[src/design/scl_pkg.sv]
`default_nettype none

package scl_pkg;

   // Field widths of one result beat
   localparam int CODE_W  = 3;
   localparam int VALUE_W = 64;
   localparam int COUNT_W = 5;
   localparam int BYTE_W  = 8;
   localparam int NIBBLES = VALUE_W / 4;

   // Command codes
   localparam logic [CODE_W-1:0] CODE_NAME    = 3'd0;
   localparam logic [CODE_W-1:0] CODE_REBOOT  = 3'd1;
   localparam logic [CODE_W-1:0] CODE_READ    = 3'd2;
   localparam logic [CODE_W-1:0] CODE_ERASE   = 3'd3;
   localparam logic [CODE_W-1:0] CODE_WRITE   = 3'd4;
   localparam logic [CODE_W-1:0] CODE_UNKNOWN = 3'd5;

   // Special characters
   localparam logic [BYTE_W-1:0] CHAR_CR    = 8'h0D;
   localparam logic [BYTE_W-1:0] CHAR_LF    = 8'h0A;
   localparam logic [BYTE_W-1:0] CHAR_SPACE = 8'h20;
   localparam logic [BYTE_W-1:0] CHAR_0     = 8'h30;
   localparam logic [BYTE_W-1:0] CHAR_9     = 8'h39;
   localparam logic [BYTE_W-1:0] CHAR_A     = 8'h41;
   localparam logic [BYTE_W-1:0] CHAR_F     = 8'h46;
   localparam logic [3:0]        NIBBLE_TEN = 4'd10;

   // Keyword table: byte 0 of each word in bits 7:0, unused bytes zero
   localparam int KW_COUNT = 5;
   localparam int KW_MAX   = 6;
   localparam int KW_LEN_W = 3;

   localparam logic [KW_MAX*BYTE_W-1:0] KW_TEXT [KW_COUNT] = '{
      48'h0000_656D_616E,   // name
      48'h746F_6F62_6572,   // reboot
      48'h0000_6461_6572,   // read
      48'h0065_7361_7265,   // erase
      48'h0065_7469_7277    // write
   };
   localparam logic [KW_LEN_W-1:0] KW_LEN [KW_COUNT] = '{
      3'd4, 3'd6, 3'd4, 3'd5, 3'd5
   };
   localparam logic [CODE_W-1:0] KW_CODE [KW_COUNT] = '{
      CODE_NAME, CODE_REBOOT, CODE_READ, CODE_ERASE, CODE_WRITE
   };

   typedef struct packed {
      logic [CODE_W-1:0]  code;
      logic [VALUE_W-1:0] value;
      logic [COUNT_W-1:0] count;
   } scl_result_type;

endpackage

`default_nettype wire

[src/design/scl_line.sv]
`default_nettype none

module scl_line
   import scl_pkg::*;
#(
   parameter int WORD_CAPACITY = 30,
   parameter int DIGIT_LIMIT   = 16
) (
   input  wire logic              clock,
   input  wire logic              reset,
   input  wire logic              step,
   input  wire logic [BYTE_W-1:0] rx_byte,
   output logic                   result_valid,
   output scl_result_type         result
);

   localparam int LEN_W = $clog2(WORD_CAPACITY);
   localparam logic [LEN_W-1:0] LEN_LIMIT = LEN_W'(WORD_CAPACITY - 1);

   logic [LEN_W-1:0]   word_length_ff, word_length_in;
   logic               in_argument_ff, in_argument_in;
   logic [VALUE_W-1:0] argument_bits_ff, argument_bits_in;
   logic [COUNT_W-1:0] argument_digits_ff, argument_digits_in;
   logic [KW_COUNT-1:0] match_ff, match_in;

   logic              is_end;
   logic              is_space;
   logic              is_digit;
   logic              is_hex_letter;
   logic [3:0]        nibble;
   logic [BYTE_W-1:0] kw_char [KW_COUNT];
   logic [CODE_W-1:0] code;

   // Classify the byte
   always_comb begin
      is_end        = (rx_byte == CHAR_CR) || (rx_byte == CHAR_LF);
      is_space      = (rx_byte == CHAR_SPACE);
      is_digit      = (rx_byte >= CHAR_0) && (rx_byte <= CHAR_9);
      is_hex_letter = (rx_byte >= CHAR_A) && (rx_byte <= CHAR_F);
      if (is_digit) begin
         nibble = 4'(rx_byte - CHAR_0);
      end else begin
         nibble = 4'(rx_byte - CHAR_A) + NIBBLE_TEN;
      end
   end

   // Pick the keyword byte at the current word position
   always_comb begin
      for (int k = 0; k < KW_COUNT; k++) begin
         kw_char[k] = '0;
         for (int j = 0; j < KW_MAX; j++) begin
            if (word_length_ff == LEN_W'(j)) begin
               kw_char[k] = KW_TEXT[k][j*BYTE_W +: BYTE_W];
            end
         end
      end
   end

   // Resolve the command at line end: a keyword matches only at full length
   always_comb begin
      code = CODE_UNKNOWN;
      for (int k = KW_COUNT - 1; k >= 0; k--) begin
         if (match_ff[k] && (word_length_ff == LEN_W'(KW_LEN[k]))) begin
            code = KW_CODE[k];
         end
      end
   end

   assign result_valid  = is_end && (word_length_ff != '0);
   assign result.code  = code;
   assign result.value = argument_bits_ff;
   assign result.count = argument_digits_ff;

   // Next line state
   always_comb begin
      word_length_in     = word_length_ff;
      in_argument_in     = in_argument_ff;
      argument_bits_in   = argument_bits_ff;
      argument_digits_in = argument_digits_ff;
      match_in           = match_ff;
      priority if (is_end) begin
         word_length_in     = '0;
         in_argument_in     = 1'b0;
         argument_bits_in   = '0;
         argument_digits_in = '0;
         match_in           = '1;
      end else if (is_space) begin
         in_argument_in = 1'b1;
      end else if (!in_argument_ff) begin
         // store a word byte unless the word is full
         if (word_length_ff < LEN_LIMIT) begin
            word_length_in = word_length_ff + LEN_W'(1);
            for (int k = 0; k < KW_COUNT; k++) begin
               if ((word_length_ff >= LEN_W'(KW_LEN[k])) || (rx_byte != kw_char[k])) begin
                  match_in[k] = 1'b0;
               end
            end
         end
      end else if (is_digit || is_hex_letter) begin
         // pack the nibble, first digit on top
         if (argument_digits_ff < COUNT_W'(DIGIT_LIMIT)) begin
            argument_digits_in = argument_digits_ff + COUNT_W'(1);
            for (int i = 0; i < NIBBLES; i++) begin
               if (argument_digits_ff == COUNT_W'(i)) begin
                  argument_bits_in[VALUE_W-4-4*i +: 4] = nibble;
               end
            end
         end
      end
   end

   // Advance the line state on each processed byte
   always_ff @(posedge clock) begin
      if (reset) begin
         word_length_ff     <= '0;
         in_argument_ff     <= 1'b0;
         argument_bits_ff   <= '0;
         argument_digits_ff <= '0;
         match_ff           <= '1;
      end else if (step) begin
         word_length_ff     <= word_length_in;
         in_argument_ff     <= in_argument_in;
         argument_bits_ff   <= argument_bits_in;
         argument_digits_ff <= argument_digits_in;
         match_ff           <= match_in;
      end
   end

endmodule

`default_nettype wire

[src/design/serial_command_line_parser.sv]
// Serial command line parser. Each req beat carries one received byte. Bytes
// before the first space build the command word (up to WORD_CAPACITY-1 bytes,
// the rest dropped); after it, uppercase hex digits 0-9/A-F are packed first
// digit on top into a 64-bit argument, up to DIGIT_LIMIT digits, and all other
// bytes are ignored. CR or LF ends the line: a non-empty word gives one rsp
// beat with the command code (0 name, 1 reboot, 2 read, 3 erase, 4 write,
// 5 unknown), the argument and the digit count, and the line state clears.
// One byte is taken per clock cycle while the rsp side does not stall; a byte
// is held in an input register and its result is then loaded into the rsp
// register. The rate is set by the line state registers, updated once per byte.
`default_nettype none

module serial_command_line_parser
   import scl_pkg::*;
#(
   parameter int WORD_CAPACITY = 30,
   parameter int DIGIT_LIMIT   = 16
) (
   input  wire logic        clock,
   input  wire logic        reset,
   input  wire logic        req_tvalid,
   output logic             req_tready,
   input  wire logic [7:0]  req_tdata,   // [7:0] rx_byte
   output logic             rsp_tvalid,
   input  wire logic        rsp_tready,
   output logic [71:0]      rsp_tdata    // [2:0] command_code, [66:3] key_value,
                                         // [71:67] digit_count
);

   logic              in_valid_ff;
   logic [BYTE_W-1:0] in_byte_ff;
   logic              rsp_valid_ff;
   scl_result_type    rsp_data_ff;

   logic           out_free;
   logic           advance;
   logic           result_valid;
   scl_result_type result;

   assign out_free   = !rsp_valid_ff || rsp_tready;
   assign advance    = in_valid_ff && out_free;
   assign req_tready = !in_valid_ff || advance;

   // Hold the incoming beat
   always_ff @(posedge clock) begin
      if (reset) begin
         in_valid_ff <= 1'b0;
      end else if (req_tready) begin
         in_valid_ff <= req_tvalid;
      end
   end

   always_ff @(posedge clock) begin
      if (req_tready && req_tvalid) begin
         in_byte_ff <= req_tdata;
      end
   end

   scl_line #(
      .WORD_CAPACITY (WORD_CAPACITY),
      .DIGIT_LIMIT   (DIGIT_LIMIT)
   ) u_line (
      .clock        (clock),
      .reset        (reset),
      .step         (advance),
      .rx_byte      (in_byte_ff),
      .result_valid (result_valid),
      .result       (result)
   );

   // Load or drain the result register
   always_ff @(posedge clock) begin
      if (reset) begin
         rsp_valid_ff <= 1'b0;
      end else if (out_free) begin
         rsp_valid_ff <= advance && result_valid;
      end
   end

   always_ff @(posedge clock) begin
      if (advance && result_valid) begin
         rsp_data_ff <= result;
      end
   end

   assign rsp_tvalid = rsp_valid_ff;
   assign rsp_tdata  = {rsp_data_ff.count, rsp_data_ff.value, rsp_data_ff.code};

endmodule

`default_nettype wire

[config.mk]
export PLATFORM = sky130hd
export DESIGN_NAME = serial_command_line_parser
export DESIGN_NICKNAME = d
export VERILOG_FILES = /design/src/design/scl_pkg.sv /design/src/design/scl_line.sv /design/src/design/serial_command_line_parser.sv
export SDC_FILE = /design/constraint.sdc
export NUM_CORES = 1
export LEC_CHECK = 0
export BUFFER_PORTS_ARGS = -buffer_cell sky130_fd_sc_hd__buf_2
export CAP_MARGIN = 10
export CORE_ASPECT_RATIO = 2
export CORE_MARGIN = 2
export CORE_UTILIZATION = 60
export CTS_BUF_LIST = sky130_fd_sc_hd__clkbuf_8
export DETAILED_ROUTE_END_ITERATION = 16
export PLACE_DENSITY = 0.82
export SYNTH_ARGS = -nofsm -noshare
export SYNTH_HDL_FRONTEND = slang
export SYNTH_SLANG_ARGS = --single-unit
export TNS_END_PERCENT = 20
[constraint.sdc]
create_clock -name clock -period 7.5 [get_ports clock]
set_input_delay 1.125 -clock clock [delete_from_list [all_inputs] [get_ports clock]]
set_output_delay 1.125 -clock clock [all_outputs]
set_load 0.01 [all_outputs]
## Yosys cells after proc, flatten, opt, wreduce, memory -nomap -nowiden

Cells that the tools add are included.
W data, S select, Z words.

- Bits of input ports: 12
- Output and inout port bits: 74
- Register bits after elaboration: 162

- Reduce and logical (&&, ||, !) cells: 77
- Equal/unequal tests: 31
- Magnitude comparators: 9
- Mux-type cells: 74
- Add/subtract/negate cells: 5

Operator list:

| cell | number |
|---|---|
| $mux W64 | 5 |
| $mux W7 | 24 |
| $reduce_and A6 Y1 | 16 |
| $mux W4 | 17 |
| $mux W5 | 13 |
| $reduce_bool A2 Y1 | 26 |
| $eq A5 B4 Y1 const B | 8 |
| $eq A5 B3 Y1 const B | 7 |
| $mux W8 | 4 |
| $ne A8 B7 Y1 | 4 |
| $reduce_and A5 Y1 | 6 |
| $eq A5 B2 Y1 const B | 4 |
| $eq A8 B4 Y1 const B | 2 |
| $ge A5 B3 Y1 const B | 3 |
| $logic_and A1 B1 Y1 | 11 |
| $add A5 B1 Y5 const B | 2 |
| $eq A5 B1 Y1 const B | 2 |
| $logic_not A5 Y1 | 2 |
| $lt A5 B5 Y1 const B | 2 |
| $logic_or A1 B1 Y1 | 9 |
| $mux W1 | 9 |
| $eq A8 B6 Y1 const B | 1 |
| $ge A8 B6 Y1 const B | 1 |
| $ge A8 B7 Y1 const B | 1 |
| other kinds (14) | 17 |

## Longest topological paths before layout

- Depth after elaboration: 14
- Mapped depth: 11
- Mapped depth without buffers: 8

## By module

Synthesis repeated with hierarchy kept, for this count alone.

- Cell total of the unflattened synthesis: 692
- Area total of the unflattened synthesis: 7,419.6 µm²

Modules (own cells, without submodules):

| module | sequential area each (µm²) | times used | cells an instance | area an instance (µm²) |
|---|---|---|---|---|
| scl_line | 1,601.5 | 1 | 601 | 4,914.7 |
| serial_command_line_parser | 2,442.3 | 1 | 91 | 2,504.9 |

## Worst setup path before layout

OpenSTA, ideal clock, no wires.

- Path kind: input -> register
- Start point: in rsp_tready
- End point: reg rsp_data_ff (netlist bit rsp_tdata[0]), enable pin
- Library setup time: 0.426 ns
- Cell stages on the path: 7
- Data arrival time: 3.403 ns
- Slack: 3.671 ns
- Data required time: 7.074 ns
- Cells stage by stage: nand2b_1 -> and2_2 -> and3_1 -> clkbuf_1 -> buf_2 -> nand2_1 -> inv_1

- Cells in the longest elaborated chain, start to end: 3

Ends and longest elaborated chain:

| element | line | source |
|---|---|---|
| start, declared | serial_command_line_parser.sv:25 | `input wire logic rsp_tready,` |
| $logic_or A1 B1 Y1 | serial_command_line_parser.sv:40 | `assign out_free = !rsp_valid_ff \|\| rsp_tready;` |
| $logic_and A1 B1 Y1 | serial_command_line_parser.sv:41 | `assign advance = in_valid_ff && out_free;` |
| $logic_and A1 B1 Y1 | serial_command_line_parser.sv:81 | `if (advance && result_valid) begin` |
| end signal, assigned | serial_command_line_parser.sv:82 | `rsp_data_ff <= result;` |
| end, declared | serial_command_line_parser.sv:33 | `scl_result_type rsp_data_ff;` |

Every way passes these cells.
A chain may end at the register's enable or synchronous reset.

## Final worst setup path

- Start point: reg in_byte_ff[1]
- End point: reg rsp_data_ff (netlist bit rsp_tdata[8]), enable pin

- Cells in the longest elaborated chain, start to end: 4
- Elaborated cells between the ends (all ways): 5
- Classes of those cells: eq/ne (2); reduce/logical (3)

Ends and longest elaborated chain:

| element | line | source |
|---|---|---|
| start, declared | serial_command_line_parser.sv:31 | `logic [BYTE_W-1:0] in_byte_ff;` |
| start signal, assigned | serial_command_line_parser.sv:55 | `in_byte_ff <= req_tdata;` |
| $eq A8 B4 Y1 | scl_line.sv:36 | `is_end = (rx_byte == CHAR_CR) \|\| (rx_byte == CHAR_LF);` |
| $logic_or A1 B1 Y1 (*) | scl_line.sv:36 |  |
| $logic_and A1 B1 Y1 (*) | scl_line.sv:69 | `assign result_valid = is_end && (word_length_ff != '0);` |
| $logic_and A1 B1 Y1 (*) | serial_command_line_parser.sv:81 |  |

Mark *: on every way between the ends. The rest lies on a longest branch, timed or not.

==> insert_results.sql <==
INSERT INTO impl_metrics (metric_group, metric, value, unit) VALUES
('outcome', 'status', 'finished clean', ''),
('drt', 'postRouteWirelength', '14.32', 'mm'),
('clock_tree', 'ctsLongestPathBuffers', '2', ''),
('placement', 'placed_cell_area', '7332', 'sq um'),
('sta', 'timing.final.crit_period', '3.690', 'ns'),
('floorplanning', 'die_height', '154.9', 'um'),
('worst_setup_path', 'timing.critical_path.fanout_max', '72', ''),
('drt', 'firstDrtPassIters', '7', ''),
('sta', 'post_route_clock_skew', '0.01669', 'ns'),
('drt', 'wl_met2', '8.112', 'mm'),
('placement', 'numPortBuffers', '85', ''),
('layout', 'final_nets', '667', ''),
('floorplanning', 'floorplan.initialDensity', '60.94', '%'),
('worst_setup_path', 'critical_path_end_type', 'register', ''),
('worst_setup_path', 'timing.critical_path.buf_inv', '3', ''),
('drt', 'first_iter_violations', '321', ''),
('worst_setup_path', 'r2r.worst_path.cells', '8', ''),
('worst_setup_path', 'r2r-end', 'rsp_tdata[8]$_DFFE_PP_', ''),
('placement', 'globalplace.congestion', '0.9627', ''),
('floorplanning', 'die_area', '12310', 'sq um'),
('run', 'max-cap-violations', '0', ''),
('sta', 'worstMarginPinSlew', '1.027', 'ns'),
('floorplanning', 'number_of_cell_rows', '55', ''),
('logic_synthesis', 'syn_avg_cell_area', '12.12', 'sq um'),
('sta', 'setup_slack', '3.810', 'ns'),
('logic_synthesis', 'yosys.area.top_type', 'sky130_fd_sc_hd__edfxtp_1', ''),
('min_path', 'worst_hold_path.endpoint', 'rsp_tdata[6]$_DFFE_PP_', ''),
('global_routing', 'grt_start_max_net_pins', '73', ''),
('drt', 'post_drt_wl_per_cell', '17.99', 'um'),
('drt', 'route.detailed.drc', '0', ''),
('logic_synthesis', 'ys_types', '55', ''),
('sta', 'drv_slew', '0', ''),
('global_routing', 'antenna_found_initial', '0', ''),
('min_path', 'hold-path-cell-count', '0', ''),
('drt', 'met3WireLength', '494', 'um'),
('worst_setup_path', 'crit_type', 'reg -> reg', ''),
('logic_synthesis', 'synthAdderAreaFrac', '2.563', '%'),
('clock_tree', 'clock_latency_on_the_worst_skew_pair', '0.44', 'ns'),
('layout', 'layout-drive-gt1-share', '21.10', '%'),
('drt', 'top_signal_layer_used', 'met4', ''),
('worst_setup_path', 'crit_arrival', '3.76', 'ns'),
('logic_synthesis', 'synth_top_cell_area_share', '35.15', '%'),
('clock_tree', 'hold_buffers', '0', ''),
('sta', 'setup-violations-final', '0', ''),
('power', 'post-layout-total-power', '0.001676', 'W'),
('power', 'ir_drop', '0.1687', 'mV'),
('sta', 'maxSlewHeadroom', '31.50', '%'),
('clock_tree', 'clock_tree.htree_level_count', '4', ''),
('logic_synthesis', 'synth-edff-count', '80', ''),
('logic_synthesis', 'synth-simple-area-share', '15.76', '%'),
('global_routing', 'grt-ovfl-total', '0', ''),
('drt', 'detailroute.via_count', '4563', ''),
('logic_synthesis', 'synth.top_cells.by_area', 'sky130_fd_sc_hd__edfxtp_1, sky130_fd_sc_hd__dfxtp_1, sky130_fd_sc_hd__mux2i_1', ''),
('floorplanning', 'design.portCount', '86', ''),
('sta', 'setup_tns', '0', 'ns'),
('logic_synthesis', 'mappedNetlistArea', '6835', 'sq um'),
('sta', 'final_min_period_over_clock_period', '49.20', '%'),
('worst_setup_path', 'slowest_cp_cell', 'sky130_fd_sc_hd__and3_1', ''),
('clock_tree', 'cts.repair.resized', '0', ''),
('placement', 'dp_slack', '3.869', 'ns'),
('sta', 'holdWs', '0.4248', 'ns'),
('layout', 'antenna_cells_inserted', '0', ''),
('logic_synthesis', 'syn_nets', '590', ''),
('drt', 'met1_length', '5.111', 'mm'),
('logic_synthesis', 'synth_compound_gate_area_share', '7.395', '%'),
('logic_synthesis', 'ys_seq_elements', '162', ''),
('clock_tree', 'cts.root.buffer_cell', 'sky130_fd_sc_hd__clkbuf_8', ''),
('logic_synthesis', 'synth_top_family_by_area', 'simple AND/OR/NAND/NOR gates', ''),
('global_routing', 'grt_pass1_vias', '4623', ''),
('floorplanning', 'fp.dieW', '79.47', 'um'),
('worst_setup_path', 'worstPathCellList', 'inv_1 -> ha_1 -> mux2i_1 -> nor2_1 -> and3_1 -> nand2_1 -> inv_2 -> buf_4', '');
[state kept, by name (all words and copies together) (netlist names)]
name                       cells
u_line.word_length_ff          5
u_line.argument_digits_ff      5
u_line.in_argument_ff          1
rsp_tdata                     72
rsp_tvalid                     1
u_line.argument_bits_ff       64
in_byte_ff                     8
u_line.match_ff                5
in_valid_ff                    1
[layout by cell type, fill, tap and decap left out, types with 4 or more instances in the layout]
| master | instances |
|---|---|
| sky130_fd_sc_hd__nor4_1 | 4 |
| sky130_fd_sc_hd__and3_1 | 6 |
| sky130_fd_sc_hd__nor2b_1 | 7 |
| sky130_fd_sc_hd__ha_1 | 14 |
| sky130_fd_sc_hd__nor3_1 | 12 |
| sky130_fd_sc_hd__nand4_1 | 5 |
| sky130_fd_sc_hd__buf_2 | 85 |
| sky130_fd_sc_hd__xor2_1 | 7 |
| sky130_fd_sc_hd__dfxtp_1 | 82 |
| sky130_fd_sc_hd__xnor2_1 | 8 |
| sky130_fd_sc_hd__inv_6 | 5 |
| sky130_fd_sc_hd__edfxtp_1 | 80 |
| sky130_fd_sc_hd__inv_1 | 10 |
| sky130_fd_sc_hd__nand2b_1 | 64 |
| sky130_fd_sc_hd__mux2i_1 | 69 |
| sky130_fd_sc_hd__mux2_2 | 4 |
| sky130_fd_sc_hd__nand2_1 | 24 |
| sky130_fd_sc_hd__a31oi_1 | 9 |
| sky130_fd_sc_hd__nand3b_1 | 5 |
| sky130_fd_sc_hd__a21oi_1 | 29 |
| sky130_fd_sc_hd__o21ai_0 | 15 |
| sky130_fd_sc_hd__nor2_1 | 29 |
| sky130_fd_sc_hd__clkbuf_8 | 18 |
[layer usage]
layer | track usage [%] | up-vias
met3 | 4.698 | 43
met4 | 13.05 | 0
met1 | 24.44 | 2194
met5 | 0 | -
li1 | - | 2185
met2 | 44.74 | 141
[logic make-up after synthesis]
logic type / after synthesis
buffers and inverters: 41
AND/OR/NAND/NOR: 182
XOR/XNOR: 15
multiplexers: 73
adder cells (fa/ha/maj): 14
flip-flops: 162
AO/OA/AOI/OAI: 77
[worst max-delay path by stage]
stage,startpoint,endpoint,cells past startpoint
after floorplan,rsp_tready,rsp_tdata[0]$_SDFFCE_PP0P_,7
after global placement,rsp_tready,rsp_tdata[18]$_DFFE_PP_,7
after detailed placement,rsp_tready,rsp_tdata[3]$_DFFE_PP_,7
after CTS,in_byte_ff[1]$_DFFE_PP_,rsp_tdata[9]$_DFFE_PP_,8
after global routing,in_byte_ff[1]$_DFFE_PP_,rsp_tdata[67]$_DFFE_PP_,8
final,in_byte_ff[1]$_DFFE_PP_,rsp_tdata[8]$_DFFE_PP_,8
[where the power goes]
group	leakage (nW)	switching, W	total (W)	internal [W]
clock	0.202	0.000320	0.000629	0.000310
sequential	1.25	0.0000156	0.000943	0.000927
combinational	1.53	0.0000625	0.000104	0.0000412
[cell usage after synthesis (all sizes together), types with 10 or more instances]
cell type / instances
mux2i: 69
a31oi: 10
edfxtp: 80
nor2: 30
nand2: 24
clkbuf: 24
ha: 14
a21oi: 29
dfxtp: 82
nand2b: 64
o21ai: 15
inv: 10
nor3: 12
[layout make-up]
| class | count | area (sq um) |
|---|---|---|
| Inverter | 10 | 37.54 |
| Clock inverter | 14 | 151.4 |
| Sequential cell | 162 | 4044 |
| Multi-Input combinational cell | 361 | 2625 |
| Tap cell | 142 | 177.7 |
| Clock buffer | 18 | 247.7 |
| Timing Repair Buffer | 89 | 452.9 |
| Fill cell | 794 | 3481 |
[through the flow]
stage | cells | utilization (%)
after global placement | 763 | 65.37
final | 796 | 68.97
after global routing | 796 | 68.97
after floorplan | 564 | -
after CTS | 795 | 68.92
after detailed placement | 763 | 65.37
Power figures use the tool's default switching activity.
